File: src/hw/rtl/virtqueue_ring_controller_top_macros.svh
// assertion helpers used by the top module
`ifndef VIRTQUEUE_RING_CONTROLLER_TOP_MACROS_SVH
`define VIRTQUEUE_RING_CONTROLLER_TOP_MACROS_SVH

// same-cycle implication, checked out of reset
`define VQRC_ASSERT_NOW(label, ante, cons, msg) \
    label: assert property (@(posedge clk) disable iff (!rst_n) (ante) |-> (cons)) \
        else $error(msg);

// next-cycle implication, checked out of reset
`define VQRC_ASSERT_NEXT(label, ante, cons, msg) \
    label: assert property (@(posedge clk) disable iff (!rst_n) (ante) |=> (cons)) \
        else $error(msg);

`endif

File: src/hw/rtl/vqrc_pkg.sv
`timescale 1ns / 1ps
package vqrc_pkg;

    localparam int unsigned MAX_DESCRIPTORS = 256;

    localparam int unsigned QUEUE_DEPTH = 2;
    localparam int unsigned QUEUE_AW    = $clog2(QUEUE_DEPTH);
    localparam int unsigned QUEUE_CW    = $clog2(QUEUE_DEPTH + 1);

    localparam int unsigned IN_DATA_W  = 128;
    localparam int unsigned IN_USER_W  = 6;
    localparam int unsigned OUT_DATA_W = 160;
    localparam int unsigned OUT_USER_W = 4;

    // actions
    localparam logic [2:0] ACT_REG_READ    = 3'd0;
    localparam logic [2:0] ACT_REG_WRITE   = 3'd1;
    localparam logic [2:0] ACT_FETCH_AVAIL = 3'd2;
    localparam logic [2:0] ACT_PUSH_USED   = 3'd3;
    localparam logic [2:0] ACT_DECODE_DESC = 3'd4;
    localparam logic [2:0] ACT_LOCATE_DESC = 3'd5;
    localparam logic [2:0] ACT_RESET       = 3'd6;

    // register selectors
    localparam logic [2:0] REG_MAX       = 3'd0;
    localparam logic [2:0] REG_SIZE      = 3'd1;
    localparam logic [2:0] REG_READY     = 3'd2;
    localparam logic [2:0] REG_NOTIFY    = 3'd3;
    localparam logic [2:0] REG_DESC_BASE = 3'd4;
    localparam logic [2:0] REG_AVAIL_BASE = 3'd5;
    localparam logic [2:0] REG_USED_BASE = 3'd6;

    // status codes
    localparam logic [1:0] ST_OK        = 2'd0;
    localparam logic [1:0] ST_NOT_READY = 2'd1;
    localparam logic [1:0] ST_EMPTY     = 2'd2;
    localparam logic [1:0] ST_NO_NEXT   = 2'd3;

    // classified transaction as it sits in the queue
    typedef struct packed {
        logic [2:0]  action;
        logic [2:0]  reg_sel;
        logic [31:0] write_value;
        logic [15:0] driver_avail_index;
        logic [15:0] desc_index;
        logic [15:0] desc_flags;
        logic [15:0] desc_next;
        logic [31:0] used_length;
        logic        size_ok;
    } op_t;

    typedef struct packed {
        logic [31:0] read_data;
        logic [1:0]  status;
        logic [31:0] mem_address;
        logic [31:0] used_counter_address;
        logic [15:0] entry_id;
        logic [31:0] entry_length;
        logic        notify_pulse;
        logic [15:0] next_index;
        logic        to_host;
    } res_t;

    typedef struct packed {
        logic                full;
        logic                empty;
        logic [QUEUE_CW-1:0] count;
    } q_status_t;

endpackage

File: src/hw/rtl/virtqueue_ring_controller_top.sv
`timescale 1ns / 1ps
// device side of one split virtqueue: queue registers, avail and used cursors
// s_axis carries one action per transaction; tuser holds action and register
// selector, tdata the write value, driver avail index and descriptor words
// m_axis returns exactly one result transaction per action, in order
// a result is registered in the queue and then in the output register after its action is accepted
// throughput: one action per cycle while m_axis_tready stays high; the back end
// updates ring state and output register together, so actions stream back to back
// a 2-entry queue sits between the classifier and the executing back end
// when m_axis_tready is low the output register holds its result, the queue
// fills, and s_axis_tready drops once both entries are taken
// no transaction is lost or repeated across a stall
// reset (rst_n low) empties the queue, drops m_axis_tvalid and clears the
// ring mask, ready word, cursors and base addresses; the reset action does
// the same to the ring state in band, behind any actions still queued
module virtqueue_ring_controller_top import vqrc_pkg::*;
(
    input  logic                  clk,
    input  logic                  rst_n,
    input  logic                  s_axis_tvalid,
    output logic                  s_axis_tready,
    // write_value, driver_avail_index, desc_index, desc_flags, desc_next, used_length
    input  logic [IN_DATA_W-1:0]  s_axis_tdata,
    // action, reg_sel
    input  logic [IN_USER_W-1:0]  s_axis_tuser,
    output logic                  m_axis_tvalid,
    input  logic                  m_axis_tready,
    // read_data, mem_address, used_counter_address, entry_id, entry_length, next_index
    output logic [OUT_DATA_W-1:0] m_axis_tdata,
    // status, notify_pulse, to_host
    output logic [OUT_USER_W-1:0] m_axis_tuser
);

`include "virtqueue_ring_controller_top_macros.svh"

    logic      push;
    logic      pop;
    op_t       push_op;
    op_t       head_op;
    q_status_t q_status;
    res_t      res;

    vqrc_front u_front (
        .s_axis_tvalid (s_axis_tvalid),
        .s_axis_tready (s_axis_tready),
        .s_axis_tdata  (s_axis_tdata),
        .s_axis_tuser  (s_axis_tuser),
        .q_status      (q_status),
        .push          (push),
        .op            (push_op)
    );

    vqrc_queue u_queue (
        .clk      (clk),
        .rst_n    (rst_n),
        .push     (push),
        .push_op  (push_op),
        .pop      (pop),
        .head_op  (head_op),
        .q_status (q_status)
    );

    vqrc_back u_back (
        .clk       (clk),
        .rst_n     (rst_n),
        .head_op   (head_op),
        .q_status  (q_status),
        .pop       (pop),
        .out_valid (m_axis_tvalid),
        .out_ready (m_axis_tready),
        .out_res   (res)
    );

    assign m_axis_tdata = {res.next_index, res.entry_length, res.entry_id,
                           res.used_counter_address, res.mem_address, res.read_data};
    assign m_axis_tuser = {res.to_host, res.notify_pulse, res.status};

    `VQRC_ASSERT_NOW(a_queue_bound, 1'b1, q_status.count <= QUEUE_CW'(QUEUE_DEPTH),
        "queue count beyond depth")
    `VQRC_ASSERT_NEXT(a_head_moves, !q_status.empty && (!m_axis_tvalid || m_axis_tready),
        m_axis_tvalid, "queued action not moved to output")
    `VQRC_ASSERT_NOW(a_notify_clean, m_axis_tvalid && res.notify_pulse,
        res.status == ST_OK && res.mem_address == 32'd0, "notify result carries data")
    `VQRC_ASSERT_NOW(a_fail_no_addr,
        m_axis_tvalid && (res.status == ST_NOT_READY || res.status == ST_EMPTY),
        res.mem_address == 32'd0, "failed fetch gives an address")

endmodule

File: src/hw/rtl/vqrc_front.sv
`timescale 1ns / 1ps
module vqrc_front import vqrc_pkg::*;
(
    input  logic                 s_axis_tvalid,
    output logic                 s_axis_tready,
    input  logic [IN_DATA_W-1:0] s_axis_tdata,
    input  logic [IN_USER_W-1:0] s_axis_tuser,
    input  q_status_t            q_status,
    output logic                 push,
    output op_t                  op
);

    logic [31:0] wval;

    assign wval = s_axis_tdata[31:0];

    always_comb
    begin
        op.action             = s_axis_tuser[2:0];
        op.reg_sel            = s_axis_tuser[5:3];
        op.write_value        = wval;
        op.driver_avail_index = s_axis_tdata[47:32];
        op.desc_index         = s_axis_tdata[63:48];
        op.desc_flags         = s_axis_tdata[79:64];
        op.desc_next          = s_axis_tdata[95:80];
        op.used_length        = s_axis_tdata[127:96];
        // power of two, nonzero, within the ring limit
        op.size_ok            = (wval != 32'd0) && ((wval & (wval - 32'd1)) == 32'd0) &&
                                (wval <= 32'(MAX_DESCRIPTORS));
    end

    assign s_axis_tready = !q_status.full;
    assign push          = s_axis_tvalid && !q_status.full;

endmodule

File: src/hw/rtl/vqrc_queue.sv
`timescale 1ns / 1ps
module vqrc_queue import vqrc_pkg::*;
(
    input  logic      clk,
    input  logic      rst_n,
    input  logic      push,
    input  op_t       push_op,
    input  logic      pop,
    output op_t       head_op,
    output q_status_t q_status
);

    op_t                 entry_reg [QUEUE_DEPTH];
    logic [QUEUE_AW-1:0] wr_ptr_reg;
    logic [QUEUE_AW-1:0] wr_ptr_next;
    logic [QUEUE_AW-1:0] rd_ptr_reg;
    logic [QUEUE_AW-1:0] rd_ptr_next;
    logic [QUEUE_CW-1:0] count_reg;
    logic [QUEUE_CW-1:0] count_next;

    always_comb
    begin
        wr_ptr_next = push ? wr_ptr_reg + 1'b1 : wr_ptr_reg;
        rd_ptr_next = pop ? rd_ptr_reg + 1'b1 : rd_ptr_reg;
        count_next  = count_reg;
        if (push && !pop)
        begin
            count_next = count_reg + 1'b1;
        end
        else if (pop && !push)
        begin
            count_next = count_reg - 1'b1;
        end
    end

    always_ff @(posedge clk or negedge rst_n)
    begin
        if (!rst_n)
        begin
            wr_ptr_reg <= '0;
            rd_ptr_reg <= '0;
            count_reg  <= '0;
        end
        else
        begin
            wr_ptr_reg <= wr_ptr_next;
            rd_ptr_reg <= rd_ptr_next;
            count_reg  <= count_next;
        end
    end

    always_ff @(posedge clk)
    begin
        if (push)
        begin
            entry_reg[wr_ptr_reg] <= push_op;
        end
    end

    assign head_op        = entry_reg[rd_ptr_reg];
    assign q_status.full  = (count_reg == QUEUE_CW'(QUEUE_DEPTH));
    assign q_status.empty = (count_reg == '0);
    assign q_status.count = count_reg;

endmodule

File: src/hw/rtl/vqrc_back.sv
`timescale 1ns / 1ps
module vqrc_back import vqrc_pkg::*;
(
    input  logic      clk,
    input  logic      rst_n,
    input  op_t       head_op,
    input  q_status_t q_status,
    output logic      pop,
    output logic      out_valid,
    input  logic      out_ready,
    output res_t      out_res
);

    logic [15:0] ring_mask_reg;
    logic [15:0] ring_mask_next;
    logic [31:0] ready_word_reg;
    logic [31:0] ready_word_next;
    logic [15:0] avail_cursor_reg;
    logic [15:0] avail_cursor_next;
    logic [15:0] used_cursor_reg;
    logic [15:0] used_cursor_next;
    logic [31:0] desc_base_reg;
    logic [31:0] desc_base_next;
    logic [31:0] avail_base_reg;
    logic [31:0] avail_base_next;
    logic [31:0] used_base_reg;
    logic [31:0] used_base_next;
    logic        out_valid_reg;
    logic        out_valid_next;
    res_t        res_reg;
    res_t        res_next;

    logic [15:0] avail_slot;
    logic [15:0] used_slot;
    logic [31:0] desc_addr;

    // take the queue head whenever the output register is free or draining
    assign pop = !q_status.empty && (!out_valid_reg || out_ready);

    assign avail_slot = avail_cursor_reg & ring_mask_reg;
    assign used_slot  = used_cursor_reg & ring_mask_reg;
    assign desc_addr  = desc_base_reg + {12'd0, head_op.desc_index, 4'd0};

    always_comb
    begin
        ring_mask_next    = ring_mask_reg;
        ready_word_next   = ready_word_reg;
        avail_cursor_next = avail_cursor_reg;
        used_cursor_next  = used_cursor_reg;
        desc_base_next    = desc_base_reg;
        avail_base_next   = avail_base_reg;
        used_base_next    = used_base_reg;
        res_next          = '0;

        case (head_op.action)
            ACT_REG_READ:
            begin
                case (head_op.reg_sel)
                    REG_MAX:        res_next.read_data = 32'(MAX_DESCRIPTORS);
                    REG_SIZE:       res_next.read_data = {16'd0, ring_mask_reg} + 32'd1;
                    REG_READY:      res_next.read_data = ready_word_reg;
                    REG_DESC_BASE:  res_next.read_data = desc_base_reg;
                    REG_AVAIL_BASE: res_next.read_data = avail_base_reg;
                    REG_USED_BASE:  res_next.read_data = used_base_reg;
                    default:        res_next.read_data = 32'd0;
                endcase
            end
            ACT_REG_WRITE:
            begin
                case (head_op.reg_sel)
                    REG_SIZE:
                    begin
                        ring_mask_next = head_op.size_ok ?
                                         head_op.write_value[15:0] - 16'd1 : 16'd0;
                    end
                    REG_READY:
                    begin
                        if (ring_mask_reg != 16'd0)
                        begin
                            ready_word_next = head_op.write_value;
                        end
                    end
                    REG_NOTIFY:     res_next.notify_pulse = 1'b1;
                    REG_DESC_BASE:  desc_base_next  = head_op.write_value;
                    REG_AVAIL_BASE: avail_base_next = head_op.write_value;
                    REG_USED_BASE:  used_base_next  = head_op.write_value;
                    default:        res_next.notify_pulse = 1'b0;
                endcase
            end
            ACT_FETCH_AVAIL:
            begin
                if (ready_word_reg == 32'd0)
                begin
                    res_next.status = ST_NOT_READY;
                end
                else if (avail_slot == (head_op.driver_avail_index & ring_mask_reg))
                begin
                    res_next.status = ST_EMPTY;
                end
                else
                begin
                    res_next.mem_address = avail_base_reg + 32'd4 + {15'd0, avail_slot, 1'b0};
                    avail_cursor_next    = avail_slot + 16'd1;
                end
            end
            ACT_PUSH_USED:
            begin
                res_next.mem_address          = used_base_reg + 32'd4 +
                                                {13'd0, used_slot, 3'd0};
                res_next.used_counter_address = used_base_reg + 32'd2;
                res_next.entry_id             = head_op.desc_index;
                res_next.entry_length         = head_op.used_length;
                used_cursor_next              = used_slot + 16'd1;
            end
            ACT_DECODE_DESC:
            begin
                res_next.mem_address = desc_addr;
                res_next.to_host     = head_op.desc_flags[1];
                if (head_op.desc_flags[0])
                begin
                    res_next.next_index = head_op.desc_next;
                end
                else
                begin
                    res_next.status = ST_NO_NEXT;
                end
            end
            ACT_LOCATE_DESC:
            begin
                if (head_op.desc_index <= ring_mask_reg)
                begin
                    res_next.mem_address = desc_addr;
                    res_next.to_host     = head_op.desc_flags[1];
                end
                else
                begin
                    res_next.status = ST_NO_NEXT;
                end
            end
            ACT_RESET:
            begin
                ring_mask_next    = 16'd0;
                ready_word_next   = 32'd0;
                avail_cursor_next = 16'd0;
                used_cursor_next  = 16'd0;
                desc_base_next    = 32'd0;
                avail_base_next   = 32'd0;
                used_base_next    = 32'd0;
            end
            default:
            begin
                res_next = '0;
            end
        endcase
    end

    always_comb
    begin
        out_valid_next = out_valid_reg;
        if (pop)
        begin
            out_valid_next = 1'b1;
        end
        else if (out_ready)
        begin
            out_valid_next = 1'b0;
        end
    end

    always_ff @(posedge clk or negedge rst_n)
    begin
        if (!rst_n)
        begin
            ring_mask_reg    <= '0;
            ready_word_reg   <= '0;
            avail_cursor_reg <= '0;
            used_cursor_reg  <= '0;
            desc_base_reg    <= '0;
            avail_base_reg   <= '0;
            used_base_reg    <= '0;
            out_valid_reg    <= 1'b0;
        end
        else
        begin
            out_valid_reg <= out_valid_next;
            if (pop)
            begin
                ring_mask_reg    <= ring_mask_next;
                ready_word_reg   <= ready_word_next;
                avail_cursor_reg <= avail_cursor_next;
                used_cursor_reg  <= used_cursor_next;
                desc_base_reg    <= desc_base_next;
                avail_base_reg   <= avail_base_next;
                used_base_reg    <= used_base_next;
            end
        end
    end

    always_ff @(posedge clk)
    begin
        if (pop)
        begin
            res_reg <= res_next;
        end
    end

    assign out_valid = out_valid_reg;
    assign out_res   = res_reg;

endmodule

File: config.mk
export PLATFORM = sky130hd
export DESIGN_NAME = virtqueue_ring_controller_top
export DESIGN_NICKNAME = d
export VERILOG_FILES = /design/src/hw/rtl/vqrc_pkg.sv /design/src/hw/rtl/virtqueue_ring_controller_top.sv /design/src/hw/rtl/vqrc_front.sv /design/src/hw/rtl/vqrc_queue.sv /design/src/hw/rtl/vqrc_back.sv
export VERILOG_INCLUDE_DIRS = /design/src /design/src/hw/rtl
export SDC_FILE = /design/constraint.sdc
export NUM_CORES = 1
export LEC_CHECK = 0
export BUFFER_PORTS_ARGS = -buffer_cell sky130_fd_sc_hd__buf_4
export CORE_ASPECT_RATIO = 1.4
export CORE_MARGIN = 2
export CORE_UTILIZATION = 54
export CTS_CLUSTER_DIAMETER = 30
export DETAILED_ROUTE_END_ITERATION = 6
export GPL_TIMING_DRIVEN = 0
export PLACE_DENSITY = 0.79
export SLEW_MARGIN = 40
export SYNTH_ARGS = -nofsm -noshare
export SYNTH_HDL_FRONTEND = slang
export SYNTH_HIERARCHICAL = 1
export SYNTH_SLANG_ARGS = --single-unit
File: constraint.sdc
create_clock -name clk -period 8 [get_ports clk]
set_clock_uncertainty 0.1 [all_clocks]
set_input_delay 0.8 -clock clk [delete_from_list [all_inputs] [get_ports clk]]
set_output_delay 0.8 -clock clk [all_outputs]
set_load 0.1 [all_outputs]
Yosys cells after proc, flatten, opt, wreduce, memory -nomap -nowiden
Memories as Yosys holds them, arrays and structs flattened.
Index checks and enable logic that the tools add are counted.
W data, S select, Z words.
{"block": "word_totals", "mem_count": 1, "ram_bits": 270, "reg_bits": 345, "output_inout_bits": 166, "elab_cells": 131, "inputBits": 138}
{"name": "u_queue.entry_reg", "words": 2, "word_bits": 135, "rd": 1, "rd_clocked_by_memory_dff": 0, "wr": 1, "line_no": "vqrc_queue.sv:13", "source": "op_t entry_reg [QUEUE_DEPTH];"}
{"block": "op_classes", "n_eq_ne": 22, "muxes": 35, "addsub": 15, "n_bitwise": 4, "n_reduce_logical": 32, "order_cmp": 2}
{"op": "$mux W32", "count": 8}
{"op": "$pmux W32 S2", "count": 4}
{"op": "$pmux W32 S6", "count": 1}
{"op": "$pmux W32 S4", "count": 1}
{"op": "$pmux W16 S2", "count": 3}
{"op": "$add A32 B3 Y32 const B", "count": 2}
{"op": "$logic_not A32 Y1", "count": 2}
{"op": "$mux W16", "count": 4}
{"op": "$and A16 B16 Y16", "count": 3}
{"op": "$add A16 B1 Y16 const B", "count": 2}
{"op": "$add A32 B17 Y32", "count": 1}
{"op": "$add A32 B19 Y32", "count": 1}
{"op": "$add A32 B2 Y32 const B", "count": 1}
{"op": "$add A32 B20 Y32", "count": 1}
{"op": "$and A32 B32 Y32", "count": 1}
{"op": "$le A32 B9 Y1 const B", "count": 1}
{"op": "$reduce_bool A32 Y1", "count": 1}
{"op": "$sub A32 B1 Y32 const B", "count": 1}
{"op": "$eq A3 B3 Y1 const B", "count": 6}
{"op": "$add A16 B1 Y17 const B", "count": 1}
{"op": "$eq A16 B16 Y1", "count": 1}
{"op": "$le A16 B16 Y1", "count": 1}
{"op": "$reduce_bool A16 Y1", "count": 1}
{"op": "$sub A16 B1 Y16 const B", "count": 1}
{"op": "other kinds (21)", "count": 61}

Logic depth before layout (Yosys ltp)
{"block": "depth", "ltp_word": 7, "mapped_depth": 16, "ltp_nobuf": 15}

Modules after synthesis
Netlist, hierarchy kept.
{"mod": "vqrc_back", "seq_area_each_um2": 9354.0, "cells_per_inst": 1994, "area_per_inst_um2": 19122.1, "instances": 1}
{"mod": "vqrc_queue", "seq_area_each_um2": 8207.9, "cells_per_inst": 436, "area_per_inst_um2": 10077.2, "instances": 1}
{"mod": "vqrc_front", "seq_area_each_um2": 0.0, "cells_per_inst": 162, "area_per_inst_um2": 1207.4, "instances": 1}

Worst setup path before layout
Ideal clock, no wire load.
{"block": "synth_path", "path_kind": "input-to-reg", "start": "input port s_axis_tvalid", "end": "memory u_queue/entry_reg[0][0] in the netlist's numbering, enable pin", "setup_time_ns": 0.647, "arrival_ns": 7.009, "path_stages": 2, "slack_ns": 0.244, "n_path_buf": 0, "required_ns": 7.253, "path_cell_list": "nor2b_1 > nor2b_1"}
{"block": "synth_via", "elab_chain_len": 3}
{"element": "start: declaration", "line_no": "virtqueue_ring_controller_top.sv:20", "source": "input logic s_axis_tvalid,"}
{"element": "$logic_and A1 B1 Y1", "line_no": "vqrc_front.sv:33", "source": "assign push = s_axis_tvalid && !q_status.full;"}
{"element": "$mux W1", "line_no": "vqrc_queue.sv:54", "source": "if (push)"}
{"element": "$mux W1 (implied by the code)", "line_no": "vqrc_queue.sv:56", "source": "entry_reg[wr_ptr_reg] <= push_op;"}
{"element": "end: declaration", "line_no": "vqrc_queue.sv:13"}
No other way between the ends.

==> impl_metrics.csv <==
group,metric,value,unit
run_status,status,"completed",
final_layout,areaGrowthSynthToFinish,20.4,%
grt,grt_first_pass_wirelength,133000,um
floorplan,start_util,54.3,%
detailed_routing,drt-wirelength-per-cell,24.5,um
power,p_leak,14.2,nW
floorplan,dieArea,56200,um2
detailed_routing,wirelength,89200,um
floorplan,coreArea,54000,um2
floorplan,rows,101,
synth,synth_cells,2535,
cts,cts_buffers,93,
sta,timing.hold.ws,4.64,ps
sta,finalSetupViolCount,0,
flow_run,maxCapViolCount,0,
cts,post_cts_buffers,0,
cts,cts_root_buf,"clkbuf_16",
cts,clkTransAtPathRegs,60,ps
grt,grt-ovfl-total,0,
cts,cts_sinks,587,
cts,cts_resized,0,
sta,fin_crit_sh,59.3,%
sta,worst_pin_slew,891,ps
min_path,hold_path_class,"in2async",
cts,cts_tree,"built",
detailed_routing,vias,21351,
place,place_congestion,0.977,
setup_path,required,8330,ps
detailed_routing,first_iter_violations,1686,
setup_path,critPathKind,"reg2reg",
setup_path,critPathArrivalTime,5070,ps
final_layout,fin_nets,3064,
detailed_routing,dr.pass1.iters,6,
final_layout,utilization,65.4,%
sta,slew_violations,0,
final_layout,largest_reg_flops,242,
grt,antenna_found_initial,3,
synth,syn_avg_cell_area,11.6,um2
floorplan,die_height,280,um
synth,yosys_warnings,6,
cts,cts.htree.levels,3,
synth,netlist_area,29300,um2
floorplan,die_w,201,um
place,io_buffer_count,201,
sta,rsz0062_at_grt,"no",
grt,grt.total_usage,31.8,%
final_layout,final_cell_mix,"406 x edfxtp_1, 322 x buf_4, 261 x nand2_1, 213 x o21ai_0, 181 x dfrtp_1",
detailed_routing,post-route-drc-count,0,
detailed_routing,drtAntennaViolNets,0,
setup_path,startpoint_type,"register",
place,dp.final_hpwl,67700,um
place,place_area,32100,um2
grt,grt_max_degree,89,
detailed_routing,vias_per_cell,5.85,
sta,setup_tns,0,ps
sta,fmax,211,MHz
setup_path,end_kind,"register",
setup_path,crit_fanout,10,
floorplan,io_pins,304,
final_layout,final_cell_area,35300,um2
final_layout,fillers,4086,
power,p_per_area,462,nW/um2
sta,slew_headroom,40.6,%
sta,hold_viol,0,
cts,clock_path_buffers,3,
cts,clock_latency,640,ps
final_layout,drive_above_1_share,23.0,%
place,dpl_worst_slack,3310,ps
final_layout,final_common_cell,"edfxtp_1",
power,vdd_ir_drop_max,0.000409,V
sta,layout_setup_ws,3260,ps
synth,synth_nets,2753,
cts,ctsHoldBuffers,0,
grt,first_global_vias,21780,
sta,fin_crit,4740,ps
worst paths after layout:
| check | endpoint | start | slack, ps | cells after the start |
|---|---|---|---|---|
| setup / recovery | u_back/out_res[121] | u_queue/rd_ptr_reg | 3260 | 14 |
| hold / removal | u_back/used_cursor_reg[2] | rst_n | 5 | 1 |
| setup reg to reg | u_back/out_res[121] | u_queue/rd_ptr_reg | 3260 | 14 |
| hold reg to reg | u_back/used_cursor_reg[9] | u_back/used_cursor_reg[9] | 390 | 1 |
| max in group asynchronous | u_back/desc_base_reg[21] | rst_n | 6710 | 3 |
| min in group clk | u_queue/entry_reg[1][68] | s_axis_tdata[51] | 250 | 1 |
cell type report:
class,count,area [um2],area share [%]
Clock inverter,63,658,1.87
Buffer,252,1480,4.18
Multi-Input combinational cell,1608,10800,30.7
Inverter,88,338,0.957
Tap cell,721,902,2.56
Antenna cell,1,2.50,0.00709
Sequential cell,587,16700,47.4
Timing Repair Buffer,216,1860,5.26
Clock buffer,111,2510,7.11
layer usage:
layer | routed length, um | vias up | global-route usage [%]
met3 | 6490 | 233 | 6.89
met2 | 44100 | 997 | 54.3
met1 | 32800 | 10422 | 36.7
li1 | - | 9697 | -
met4 | 5730 | 2 | 19.3
met5 | 13 | - | 0
per-stage QoR:
step	total power [mW]	std cells
3_3_place_gp	12.1	3457
2_1_floorplan	10.1	2535
5_1_grt	16.9	3647
4_1_cts	16.3	3646
6_report	16.3	3647
3_5_place_dp	12.3	3472
report_power, final:
group | internal (mW) | leakage [nW] | switching, mW
Combinational | 1.95 | 6.38 | 5.40
Sequential | 4.38 | 6.26 | 0.617
Clock | 2.41 | 1.53 | 1.55
critical path: stages, from the launching register on:
cell and delay [ps]:
dfrtp_1 340, buf_6 140, buf_6 210, buf_6 210
mux2_4 370, ha_1 330, a21o_1 180, nand3_1 70
a21oi_1 60, a2111oi_0 480, a211oi_2 280, nor2_1 680
clkbuf_1 660, a22oi_1 230, o21ai_0 180
No activity file was read; power rests on OpenSTA's default activity.
